**config.mk**
```make
export PLATFORM = sky130hd
export DESIGN_NAME = tiny_risc_decode_execute_top
export DESIGN_NICKNAME = d
export VERILOG_FILES = /design/src/rtl/trde_pkg.sv /design/src/rtl/tiny_risc_decode_execute_top.sv /design/src/rtl/trde_regfile.sv /design/src/rtl/trde_exec.sv
export VERILOG_INCLUDE_DIRS = /design/src /design/src/rtl
export SDC_FILE = /design/constraint.sdc
export NUM_CORES = 2
export LEC_CHECK = 0
export BUFFER_PORTS_ARGS = -buffer_cell sky130_fd_sc_hd__buf_2
export CAP_MARGIN = 30
export CORE_UTILIZATION = 50
export CTS_BUF_LIST = sky130_fd_sc_hd__clkbuf_4 sky130_fd_sc_hd__clkbuf_8 sky130_fd_sc_hd__clkbuf_16
export DETAILED_ROUTE_END_ITERATION = 8
export GPL_TIMING_DRIVEN = 1
export HOLD_SLACK_MARGIN = 0.06
export PLACE_DENSITY = 0.66
export SLEW_MARGIN = 10
export SYNTH_ARGS = -nofsm -noshare
export SYNTH_HDL_FRONTEND = slang
export SYNTH_SLANG_ARGS = --single-unit
```
**constraint.sdc**
```tcl
create_clock -name clk_i -period 10.4 [get_ports clk_i]
set_clock_uncertainty 0.1 [all_clocks]
set_input_delay 0.52 -clock clk_i [delete_from_list [all_inputs] [get_ports clk_i]]
set_output_delay 0.52 -clock clk_i [all_outputs]
set_load 0.01 [all_outputs]
```
**src/rtl/tiny_risc_decode_execute_top_macros.svh**
```systemverilog
// ----------------------------------------------------------------------------
// Assertion macros for the tiny RISC decode/execute block
// Concurrent checks on clk_i with reset masking; empty under synthesis.
// ----------------------------------------------------------------------------
`ifndef TINY_RISC_DECODE_EXECUTE_TOP_MACROS_SVH
`define TINY_RISC_DECODE_EXECUTE_TOP_MACROS_SVH

`ifndef SYNTHESIS
`define TRDE_ASSERT(name, prop) \
  name: assert property (@(posedge clk_i) disable iff (!rst_ni) prop) \
    else $error("assertion failed");
`define TRDE_ASSERT_NEVER(name, expr) \
  `TRDE_ASSERT(name, !(expr))
`else
`define TRDE_ASSERT(name, prop)
`define TRDE_ASSERT_NEVER(name, expr)
`endif

`endif

```
**src/rtl/trde_pkg.sv**
```systemverilog
// ----------------------------------------------------------------------------
// trde_pkg
// Types, opcodes and helpers shared by the decode/execute block.
// ----------------------------------------------------------------------------
`timescale 1ns / 1ps
`default_nettype none

package trde_pkg;

  localparam int NUM_REGS = 32;
  localparam int RegAw    = $clog2(NUM_REGS);
  localparam int XLEN     = 32;

  localparam logic [XLEN-1:0] UIMM_MASK = 32'hFFFF_F000;

  localparam int IN_TDATA_W = 40;

  typedef enum logic [6:0] {
    OP_LUI    = 7'h01,
    OP_AUIPC  = 7'h02,
    OP_JAL    = 7'h03,
    OP_JALR   = 7'h04,
    OP_BEQ    = 7'h05,
    OP_LBU    = 7'h0E,
    OP_SB     = 7'h10,
    OP_ADDI   = 7'h13,
    OP_EBREAK = 7'h27
  } opcode_e;

  typedef enum logic [1:0] {
    ST_EXEC    = 2'd0,
    ST_EBREAK  = 2'd1,
    ST_ILLEGAL = 2'd2,
    ST_IGNORED = 2'd3
  } status_e;

  typedef struct packed {
    logic             en;
    logic [RegAw-1:0] addr;
    logic [XLEN-1:0]  data;
  } rf_wr_t;

  typedef struct packed {
    logic [XLEN-1:0]  pc;
    logic             halt;
    logic             pend;
    logic [RegAw-1:0] dest;
  } core_state_t;

  // Last member sits in the lowest bits, so fetch_addr packs first.
  typedef struct packed {
    logic            halted;
    status_e         status;
    logic [7:0]      store_byte;
    logic            store_valid;
    logic            load_request;
    logic [XLEN-1:0] mem_addr;
    logic [XLEN-1:0] fetch_addr;
  } result_t;

  localparam int RES_W       = $bits(result_t);
  localparam int OUT_TDATA_W = ((RES_W + 7) / 8) * 8;

  function automatic logic [XLEN-1:0] sext12(input logic [11:0] v);
    return {{(XLEN-12){v[11]}}, v};
  endfunction

  function automatic logic [XLEN-1:0] sext20(input logic [19:0] v);
    return {{(XLEN-20){v[19]}}, v};
  endfunction

endpackage

`default_nettype wire

```
**src/rtl/tiny_risc_decode_execute_top.sv**
```systemverilog
// ----------------------------------------------------------------------------
// tiny_risc_decode_execute_top
// Single-pass core for a small RISC-V-like subset with a result register.
// ----------------------------------------------------------------------------
// Timing: an item is held in the input register, then executed into the result
// register that drives the master side. Throughput: one item per cycle unless
// the master side stalls; the register file is read while the item enters the
// input register, with bypass from the write of the item ahead.
// Reset: PC goes to zero, halt and pending-load flags clear, and the register
// file valid bits clear at once so every register reads zero.
`timescale 1ns / 1ps
`default_nettype none

`include "tiny_risc_decode_execute_top_macros.svh"

module tiny_risc_decode_execute_top (
  input  logic                             clk_i,
  input  logic                             rst_ni,
  // Configuration: start_pc.
  input  logic                             cfg_valid_i,
  output logic                             cfg_ready_o,
  input  logic [trde_pkg::XLEN-1:0]        cfg_data_i,
  // Input stream.
  input  logic                             s_axis_tvalid,
  output logic                             s_axis_tready,
  // tdata: instr_word [31:0], load_byte [39:32]
  input  logic [trde_pkg::IN_TDATA_W-1:0]  s_axis_tdata,
  // tuser: req_type [0]
  input  logic                             s_axis_tuser,
  // Result stream.
  output logic                             m_axis_tvalid,
  input  logic                             m_axis_tready,
  // tdata: fetch_addr [31:0], mem_addr [63:32], load_request [64],
  // store_valid [65], store_byte [73:66], status [75:74], halted [76], zero pad
  output logic [trde_pkg::OUT_TDATA_W-1:0] m_axis_tdata
);
  import trde_pkg::*;

  logic            s1_valid_q;
  logic            s1_req_q;
  logic [XLEN-1:0] s1_instr_q;
  logic [7:0]      s1_byte_q;
  logic            in_fire, exec_fire;

  logic [XLEN-1:0] rs1_val, rs2_val;
  core_state_t     state_q, state_d;
  rf_wr_t          wr, wr_raw;
  result_t         res_q, res_d;

  assign cfg_ready_o   = 1'b1;
  assign exec_fire     = s1_valid_q && (!m_axis_tvalid || m_axis_tready);
  assign s_axis_tready = !s1_valid_q || exec_fire;
  assign in_fire       = s_axis_tvalid && s_axis_tready;

  trde_regfile u_regfile (
    .clk_i    (clk_i),
    .rst_ni   (rst_ni),
    .rd_en_i  (in_fire),
    .raddr1_i (s_axis_tdata[12 +: RegAw]),
    .raddr2_i (s_axis_tdata[7 +: RegAw]),
    .wr_i     (wr),
    .rdata1_o (rs1_val),
    .rdata2_o (rs2_val)
  );

  trde_exec u_exec (
    .req_i   (s1_req_q),
    .instr_i (s1_instr_q),
    .byte_i  (s1_byte_q),
    .rs1_i   (rs1_val),
    .rs2_i   (rs2_val),
    .state_i (state_q),
    .state_o (state_d),
    .wr_o    (wr_raw),
    .res_o   (res_d)
  );

  // Register file writes only take effect when the item actually executes.
  always_comb begin
    wr    = wr_raw;
    wr.en = wr_raw.en && exec_fire;
  end

  always_ff @(posedge clk_i) begin
    if (in_fire) begin
      s1_req_q   <= s_axis_tuser;
      s1_instr_q <= s_axis_tdata[XLEN-1:0];
      s1_byte_q  <= s_axis_tdata[XLEN +: 8];
    end
    if (exec_fire) begin
      res_q <= res_d;
    end
  end

  always_ff @(posedge clk_i or negedge rst_ni) begin
    if (!rst_ni) begin
      s1_valid_q    <= 1'b0;
      m_axis_tvalid <= 1'b0;
      state_q       <= '0;
    end else begin
      if (s_axis_tready) begin
        s1_valid_q <= s_axis_tvalid;
      end
      if (exec_fire) begin
        m_axis_tvalid <= 1'b1;
      end else if (m_axis_tready) begin
        m_axis_tvalid <= 1'b0;
      end
      if (cfg_valid_i && cfg_ready_o) begin
        state_q.pc <= cfg_data_i;
      end else if (exec_fire) begin
        state_q <= state_d;
      end
    end
  end

  assign m_axis_tdata = {{(OUT_TDATA_W-RES_W){1'b0}}, res_q};

  `TRDE_ASSERT(a_halt_sticky, state_q.halt |=> state_q.halt)
  `TRDE_ASSERT(a_res_halt_match, m_axis_tvalid |-> (res_q.halted == state_q.halt))
  `TRDE_ASSERT(a_load_req_pending, (m_axis_tvalid && res_q.load_request) |-> state_q.pend)
  `TRDE_ASSERT_NEVER(a_no_x0_write, wr.en && (wr.addr == '0))

endmodule

`default_nettype wire

```
**src/rtl/trde_regfile.sv**
```systemverilog
// ----------------------------------------------------------------------------
// trde_regfile
// 32-entry register file with two registered read ports, write bypass and
// per-entry valid bits so that unwritten registers read as zero.
// ----------------------------------------------------------------------------
`timescale 1ns / 1ps
`default_nettype none

module trde_regfile (
  input  logic                      clk_i,
  input  logic                      rst_ni,
  input  logic                      rd_en_i,
  input  logic [trde_pkg::RegAw-1:0] raddr1_i,
  input  logic [trde_pkg::RegAw-1:0] raddr2_i,
  input  trde_pkg::rf_wr_t          wr_i,
  output logic [trde_pkg::XLEN-1:0] rdata1_o,
  output logic [trde_pkg::XLEN-1:0] rdata2_o
);
  import trde_pkg::*;

  typedef enum logic [1:0] {
    SRC_ZERO,
    SRC_MEM,
    SRC_BYP
  } src_e;

  logic [XLEN-1:0]     mem_q [NUM_REGS];
  logic [NUM_REGS-1:0] valid_q;
  logic [XLEN-1:0]     mem1_q, mem2_q, byp_q;
  src_e                sel1_q, sel1_d, sel2_q, sel2_d;
  logic                wr_ok;

  // x0 is never stored; it always reads zero.
  assign wr_ok = wr_i.en && (wr_i.addr != '0);

  always_comb begin
    if (raddr1_i == '0) begin
      sel1_d = SRC_ZERO;
    end else if (wr_ok && (wr_i.addr == raddr1_i)) begin
      sel1_d = SRC_BYP;
    end else if (valid_q[raddr1_i]) begin
      sel1_d = SRC_MEM;
    end else begin
      sel1_d = SRC_ZERO;
    end
  end

  always_comb begin
    if (raddr2_i == '0) begin
      sel2_d = SRC_ZERO;
    end else if (wr_ok && (wr_i.addr == raddr2_i)) begin
      sel2_d = SRC_BYP;
    end else if (valid_q[raddr2_i]) begin
      sel2_d = SRC_MEM;
    end else begin
      sel2_d = SRC_ZERO;
    end
  end

  always_ff @(posedge clk_i) begin
    if (wr_ok) begin
      mem_q[wr_i.addr] <= wr_i.data;
    end
    if (rd_en_i) begin
      mem1_q <= mem_q[raddr1_i];
      mem2_q <= mem_q[raddr2_i];
      byp_q  <= wr_i.data;
    end
  end

  always_ff @(posedge clk_i or negedge rst_ni) begin
    if (!rst_ni) begin
      valid_q <= '0;
      sel1_q  <= SRC_ZERO;
      sel2_q  <= SRC_ZERO;
    end else begin
      if (wr_ok) begin
        valid_q[wr_i.addr] <= 1'b1;
      end
      if (rd_en_i) begin
        sel1_q <= sel1_d;
        sel2_q <= sel2_d;
      end
    end
  end

  always_comb begin
    case (sel1_q)
      SRC_MEM: rdata1_o = mem1_q;
      SRC_BYP: rdata1_o = byp_q;
      default: rdata1_o = '0;
    endcase
    case (sel2_q)
      SRC_MEM: rdata2_o = mem2_q;
      SRC_BYP: rdata2_o = byp_q;
      default: rdata2_o = '0;
    endcase
  end

endmodule

`default_nettype wire

```
**src/rtl/trde_exec.sv**
```systemverilog
// ----------------------------------------------------------------------------
// trde_exec
// Decode and execute of one item: next state, register write and result.
// ----------------------------------------------------------------------------
`timescale 1ns / 1ps
`default_nettype none

module trde_exec (
  input  logic                      req_i,
  input  logic [trde_pkg::XLEN-1:0] instr_i,
  input  logic [7:0]                byte_i,
  input  logic [trde_pkg::XLEN-1:0] rs1_i,
  input  logic [trde_pkg::XLEN-1:0] rs2_i,
  input  trde_pkg::core_state_t     state_i,
  output trde_pkg::core_state_t     state_o,
  output trde_pkg::rf_wr_t          wr_o,
  output trde_pkg::result_t         res_o
);
  import trde_pkg::*;

  opcode_e          op;
  logic [RegAw-1:0] rd;
  logic [XLEN-1:0]  imm, uimm, sum_rs1, next_seq, offset, target;

  assign op       = opcode_e'(instr_i[6:0]);
  assign rd       = instr_i[7 +: RegAw];
  assign imm      = sext12(instr_i[31:20]);
  assign uimm     = instr_i & UIMM_MASK;
  assign sum_rs1  = rs1_i + imm;
  assign next_seq = state_i.pc + XLEN'(4);
  assign target   = state_i.pc + offset;

  // One PC-relative adder serves AUIPC, JAL and BEQ.
  always_comb begin
    unique case (op)
      OP_AUIPC: offset = uimm;
      OP_JAL:   offset = sext20(instr_i[31:12]) << 1;
      default:  offset = {imm[XLEN-2:0], 1'b0};
    endcase
  end

  always_comb begin
    state_o = state_i;
    wr_o    = '0;
    res_o   = '0;
    if (state_i.halt || (req_i != state_i.pend)) begin
      res_o.status = ST_IGNORED;
    end else if (req_i) begin
      wr_o.en     = (state_i.dest != '0);
      wr_o.addr   = state_i.dest;
      wr_o.data   = {{(XLEN-8){1'b0}}, byte_i};
      state_o.pend = 1'b0;
    end else begin
      state_o.pc = next_seq;
      wr_o.addr  = rd;
      unique case (op)
        OP_LUI: begin
          wr_o.en   = (rd != '0);
          wr_o.data = uimm;
        end
        OP_AUIPC: begin
          wr_o.en   = (rd != '0);
          wr_o.data = target;
        end
        OP_JAL: begin
          wr_o.en    = (rd != '0);
          wr_o.data  = next_seq;
          state_o.pc = target;
        end
        OP_JALR: begin
          wr_o.en    = (rd != '0);
          wr_o.data  = next_seq;
          state_o.pc = {sum_rs1[XLEN-1:1], 1'b0};
        end
        OP_BEQ: begin
          if (rs1_i == rs2_i) begin
            state_o.pc = target;
          end
        end
        OP_LBU: begin
          res_o.mem_addr     = sum_rs1;
          res_o.load_request = 1'b1;
          state_o.pend       = 1'b1;
          state_o.dest       = rd;
        end
        OP_SB: begin
          res_o.mem_addr    = sum_rs1;
          res_o.store_valid = 1'b1;
          res_o.store_byte  = rs2_i[7:0];
        end
        OP_ADDI: begin
          wr_o.en   = (rd != '0);
          wr_o.data = sum_rs1;
        end
        OP_EBREAK: begin
          state_o.halt = 1'b1;
          res_o.status = ST_EBREAK;
        end
        default: begin
          state_o.halt = 1'b1;
          res_o.status = ST_ILLEGAL;
        end
      endcase
    end
    res_o.fetch_addr = state_o.pc;
    res_o.halted     = state_o.halt;
  end

endmodule

`default_nettype wire

```
**After elaboration in Yosys (flattened, before gate mapping)**

Memories as Yosys holds them, arrays and structs flattened. A register that Yosys moved wholly into a read port is not among the register bits.
Index checks and enable logic that the tools add are counted.

- Flip-flop bits (word level): 227
- Bits in writable memories: 1024
- Bits of input ports: 78
- Output and inout bits: 83
- Logic and storage cells: 119
- Memories: 1

- $add $sub $neg: 3
- Order comparisons: 4
- Eq/ne operators: 17
- Muxes and demuxes: 38
- Bitwise operators: 6
- Reductions and logical operators: 30

Memories:

| memory | words | width | read ports | clocked after memory_dff | wr ports | RTL line | RTL |
|---|---|---|---|---|---|---|---|
| u_regfile.mem_q | 32 | 32 | 2 | 2 | 1 | trde_regfile.sv:27 | `logic [XLEN-1:0] mem_q [NUM_REGS];` |

Operators with widths:

| cell | count |
|---|---|
| $pmux W32 S2 | 2 |
| $pmux W32 S4 | 1 |
| $mux W32 | 3 |
| $pmux W32 S3 | 1 |
| $mux W39 | 2 |
| $mux W38 | 2 |
| $add A32 B32 Y32 | 2 |
| $pmux W31 S2 | 1 |
| $mux W44 | 1 |
| $mux W33 | 1 |
| $add A32 B3 Y32 const B | 1 |
| $eq A32 B32 Y1 | 1 |
| $or A32 B32 Y32 | 1 |
| $lt A5 B6 Y1 const B | 3 |
| $reduce_bool A5 Y1 | 3 |
| $eq A7 B2 Y1 const B | 2 |
| $eq A7 B3 Y1 const B | 2 |
| $eq A7 B5 Y1 const B | 2 |
| $mux W1 | 13 |
| $bmux W1 S5 | 2 |
| $eq A5 B5 Y1 | 2 |
| $logic_not A5 Y1 | 2 |
| $mux W9 | 1 |
| $mux W2 | 4 |
| 23 further kinds | 43 |

**Depth between registers and ports, before layout**

- Depth in word-level cells: 11
- Depth in mapped cells: 19
- Depth with buffers taken out: 17

**Hierarchy**

Synthesis repeated with hierarchy kept, for this count alone.

- Cells, all modules: 3751
- Area, all modules: 65046.1 µm²

By module, submodules not included:

| module | instances | cells each | area each (µm²) | seq. area each (µm²) |
|---|---|---|---|---|
| trde_regfile | 1 | 2333 | 52469.1 | 34533.1 |
| trde_exec | 1 | 1086 | 7011.7 | 0.0 |
| tiny_risc_decode_execute_top | 1 | 332 | 5565.3 | 4569.4 |

**Least setup slack after synthesis**

Ideal clock, no wire load.

- Path type: reg2reg
- Start point: reg s1_instr_q[3]
- End point: reg u_regfile.byp_q[27], data pin
- Library setup time: 0.404 ns
- Arrival: 5.250 ns
- Data required time: 9.896 ns
- Path slack: 4.647 ns
- Stages on the path, launching flop included: 19
- Buffers on the path: 1
- Period minus slack after synthesis: 5.753 ns
- Cell sequence: edfxtp_1 nor4_1 nand2b_1 nor2_1 clkbuf_1 a22o_1 ha_1 inv_1 fa_1 nor2b_1 o2111ai_1 a211oi_1 nor4_1 o41ai_1 a21o_1 a21oi_1 xnor2_1 nand2_1 a31oi_1

RTL lines:

| item | RTL line | RTL |
|---|---|---|
| from (decl) | tiny_risc_decode_execute_top.sv:41 | `logic [XLEN-1:0] s1_instr_q;` |
| from (signal assigned) | tiny_risc_decode_execute_top.sv:87 | `s1_instr_q <= s_axis_tdata[XLEN-1:0];` |
| to (signal assigned) | trde_regfile.sv:67 | `byp_q <= wr_i.data;` |
| to (decl) | trde_regfile.sv:29 | `logic [XLEN-1:0] mem1_q, mem2_q, byp_q;` |

==> summary.md <==
| Metric | Value |
|---|---|
| Status | `completed` |
| Synth Instances | `3703` |
| Area growth, synth to finish | `13.25%` |
| Initial Util | `50.53%` |
| Worst hold path depth | `1` |
| Max-slew headroom | `29.13%` |
| WHS Endpoint | `s1_instr_q[8]$_DFFE_PP_` |
| First-pass DRT Iterations | `6` |
| Mux contribution to synthesized area | `24.05%` |
| Crit path max fanout | `18` |
| Fin area | `73260 um^2` |
| CORE AREA | `128000 um^2` |
| Synth Area in Adders | `1.377%` |
| Total track usage | `30.13%` |
| Longest Clk Path Bufs | `3` |
| Fin. Hold Viols | `0` |
| Final setup TNS | `0 ps` |
| R2R cell count | `17` |
| Syn_area_per_cell | `17.47 um^2` |
| Final setup fails | `0` |
| Share of layout cells above drive strength 1 | `32.64%` |
| Grt ovf | `0` |
| Via/cell ratio | `6.818` |
| Async SR Flop Fraction | `approximately 5.9%` |
| Post-synth EDFFs | `1238` |
| CP startpoint kind | `flop` |
| Initial antenna violation count | `2` |
| Most frequent cells in the layout | `edfxtp_1 (1238), mux4_2 (648), nor2_1 (155), buf_2 (147), clkbuf_16 (143)` |
| CP max stage delay | `730 ps` |
| Setup slack, reg-to-reg | `about 3900 ps` |
| Tcrit/Tclk final | `62.08%` |
| Worst setup path category | `reg2reg` |
| Final setup margin | `just under 4000 ps` |
| First-pass GRT wire length | `279700 um` |
| Wirelength per Cell | `33.75 um` |
| Clk sink count | `1315` |
| Min-delay src | `s_axis_tdata[8]` |
| Post-Synth XOR/XNOR Area | `1.571%` |
| CTS root buffer | `clkbuf_16` |
| Synthesized area | `between 60000 and 70000 um^2` |
| Antenna Nets Post-Route | `0` |
| Pin count of the biggest net entering global routing | `~110` |
| FF-to-FF End | `u_regfile.mem_q[11][25]$_DFFE_PP_` |
| Vias in the first global route | `38.95k` |
| Tmin final | `6456 ps` |
| Fillcell total | `between 9k and 10k` |
| CP Capture Type | `flop` |
| Ys Warns | `0` |
| Die height | `361.7 um` |
| Iter 0 DRT Violations | `5475` |
| Commonest non-fill, non-tap cell in the layout | `edfxtp_1` |
| P_leak | `0.02208 uW` |
| IO Port Bufs | `roughly 160` |
| Slowest cell on crit path | `a21oi_2` |
| CTS tree | `built` |
| Die W | `approximately 360 um` |
| Worst slack, placed | `4102 ps` |
| Crit path required time | `about 11000 ps` |
| Via Count | `39.56k` |
| Final nets | `4110` |
| Hold Path Class | `in2reg` |
| Max cap viols | `0` |
| Drc violations | `0` |
| Area of the multi-input gates | `24890 um^2` |
| Slew Limit Fails | `0` |
| Row count | `131` |
| Clk slew on worst S/H paths | `about 60 ps` |
| Peak supply drop | `0.1719 mV` |
| Total routed wirelength | `195800 um` |
| FF-to-FF Start | `s1_instr_q[3]$_DFFE_PP_` |
| Placed inst area | `68090 um^2` |
| Synthesized flop and latch total | `~1.3k` |
| Sequential share of the synthesized area | `between 60% and 70%` |
| Cells along the critical path | `nor4_1, nor2b_1, nand2_1, and3_1, a221o_1, ha_1, a21oi_1, o21ai_0, or4_1, nor4_1, nor3_1, nand2b_1, a21oi_1, xnor2_1, a222oi_1, a21oi_2, buf_6` |
| Final Wtd Congestion | `between 0.9 and 1` |
| Library cells used by synthesis | `79` |
| IO Pins | `161` |
| FF+latch area | `39100 um^2` |
| Worst-skew pair later-pin latency | `approximately 800 ps` |
| Dpl hpwl | `roughly 110000 um` |
| Worst path arrival time | `between 6000 and 7000 ps` |
| Worst-margin pin slew | `1063 ps` |
| Compound-cell area share of the yosys netlist | `6.029%` |
| H-tree levels | `4` |
| Largest family of logic cells by synthesized area | `multiplexers` |
| Die area | `130800 um^2` |
| RSZ-0062 raised after global routing | `no` |
| Fmax | `roughly 150 MHz` |
| Pwr dens | `163.0 nW/um^2` |
| Setup Buffers After CTS | `0` |
| Simple logic cell fraction of the synthesized area | `4.702%` |
| CTS Buf Count | `140` |
| Synth Flop Type | `edfxtp_1` |
[metal layers]
metal	global-route usage [%]	routed length [um]	up-vias
met5	0	13	-
met4	10.49	6839	2
met3	5.322	18560	333
met2	47.68	93460	2212
met1	42.47	76920	20930
li1	-	-	16080
[critical path, delay by kind of cell, from the launching register on]
family / cells / cell delay, ps
and+or+nand+nor: 8 / 3170
AOI/OAI and AO/OA: 6 / 1750
DFF: 1 / 420
adders and majority gates: 1 / 420
buffers and inverters: 1 / 260
xor gates and xnor gates: 1 / 170
[power by group]
group          switching, uW  internal [uW]
clock network           2110           2710
logic                    682            475
registers                109           5850
[what timing repair did]
item | 4_1_cts | 5_1_grt
hold buffers | 70 | 0
resized for setup | 0 | 0
hold endpoints to repair | 144 | 0
[sequential cells by signal, indices dropped and copies added (netlist names)]
signal	count
u_regfile.valid_q	32
s1_req_q	1
state_q	39
u_regfile.sel2_q	2
m_axis_tvalid	1
u_regfile.mem_q	1024
m_axis_tdata	77
s1_instr_q	32
s1_byte_q	8
u_regfile.mem2_q	32
u_regfile.mem1_q	32
s1_valid_q	1
u_regfile.sel1_q	2
u_regfile.byp_q	32
[cell usage after synthesis, drive strengths merged (6+ instances only)]
cell type	instances	share of area, %
o21bai	8	0.093
ha	68	1.3
o21ai	77	0.60
a21oi	143	1.1
a21o	39	0.45
a222oi	11	0.17
clkbuf	184	1.1
xnor2	73	0.99
and3	20	0.19
nor2b	26	0.25
and2	11	0.11
o22ai	23	0.22
a22oi	73	0.85
nand3b	6	0.070
o21a	16	0.19
mux2i	12	0.19
or4b	17	0.26
or2	36	0.35
a22o	13	0.18
o211ai	7	0.081
edfxtp	1238	57
or3	23	0.22
nand4	10	0.097
nor3b	21	0.24
o221ai	9	0.12
buf	79	0.52
mux4	648	23
nand3	26	0.20
mux2	75	1.3
a221o	38	0.59
nor4	8	0.097
o32ai	18	0.24
nor3	33	0.26
nand2	120	0.70
a221oi	15	0.20
o31ai	11	0.13
o311ai	6	0.081
dfrtp	77	3.0
a211oi	9	0.10
xor2	43	0.58
or4	20	0.23
nor2	200	1.2
nand2b	17	0.16
a31oi	11	0.11
inv	36	0.21
[kinds of logic after synthesis]
| family | count (synthesis) |
|---|---|
| flip-flops | 1315 |
| AO/OA/AOI/OAI | 564 |
| XOR/XNOR | 116 |
| AND/OR/NAND/NOR | 601 |
| adder cells (fa/ha/maj) | 70 |
| buffers and inverters | 300 |
| multiplexers | 735 |
| other | 2 |
[area by class of cell]
class	count	share of cell area (%)
clock buffers	168	5.117
repair buffers	346	3.493
multi-input cells	2122	33.98
clock inverters	84	0.8779
flip-flops and latches	1315	53.38
diodes	1	0.003416
inverters	37	0.1998
well taps	1729	2.953
[metrics by stage]
step	utilization [%]	total power [uW]	instances	hold WS, ps
after floorplan	-	6806	3737	124.4
after global placement	53.12	7183	5469	257.1
after detailed placement	53.19	7184	5476	259.0
after CTS	57.17	11980	5798	137.0
after global routing	57.22	12270	5801	144.0
final	57.23	11940	5802	167.6
[worst max-delay path by stage]
| stage | from | endpoint | slack, ps | depth (start not counted) |
|---|---|---|---|---|
| floorplan | s1_instr_q[3]$_DFFE_PP_ | u_regfile.byp_q[27]$_DFFE_PP_ | 4650 | 18 |
| global placement | s1_instr_q[3]$_DFFE_PP_ | u_regfile.mem_q[11][25]$_DFFE_PP_ | 3850 | 16 |
| detailed placement | s1_instr_q[3]$_DFFE_PP_ | u_regfile.mem_q[11][25]$_DFFE_PP_ | 4100 | 17 |
| CTS | s1_instr_q[3]$_DFFE_PP_ | u_regfile.mem_q[10][25]$_DFFE_PP_ | 4070 | 17 |
| global route | s1_instr_q[3]$_DFFE_PP_ | u_regfile.mem_q[10][25]$_DFFE_PP_ | 3510 | 17 |
| finish | s1_instr_q[3]$_DFFE_PP_ | u_regfile.mem_q[11][25]$_DFFE_PP_ | 3940 | 17 |
(Power assumes the default switching activity.)
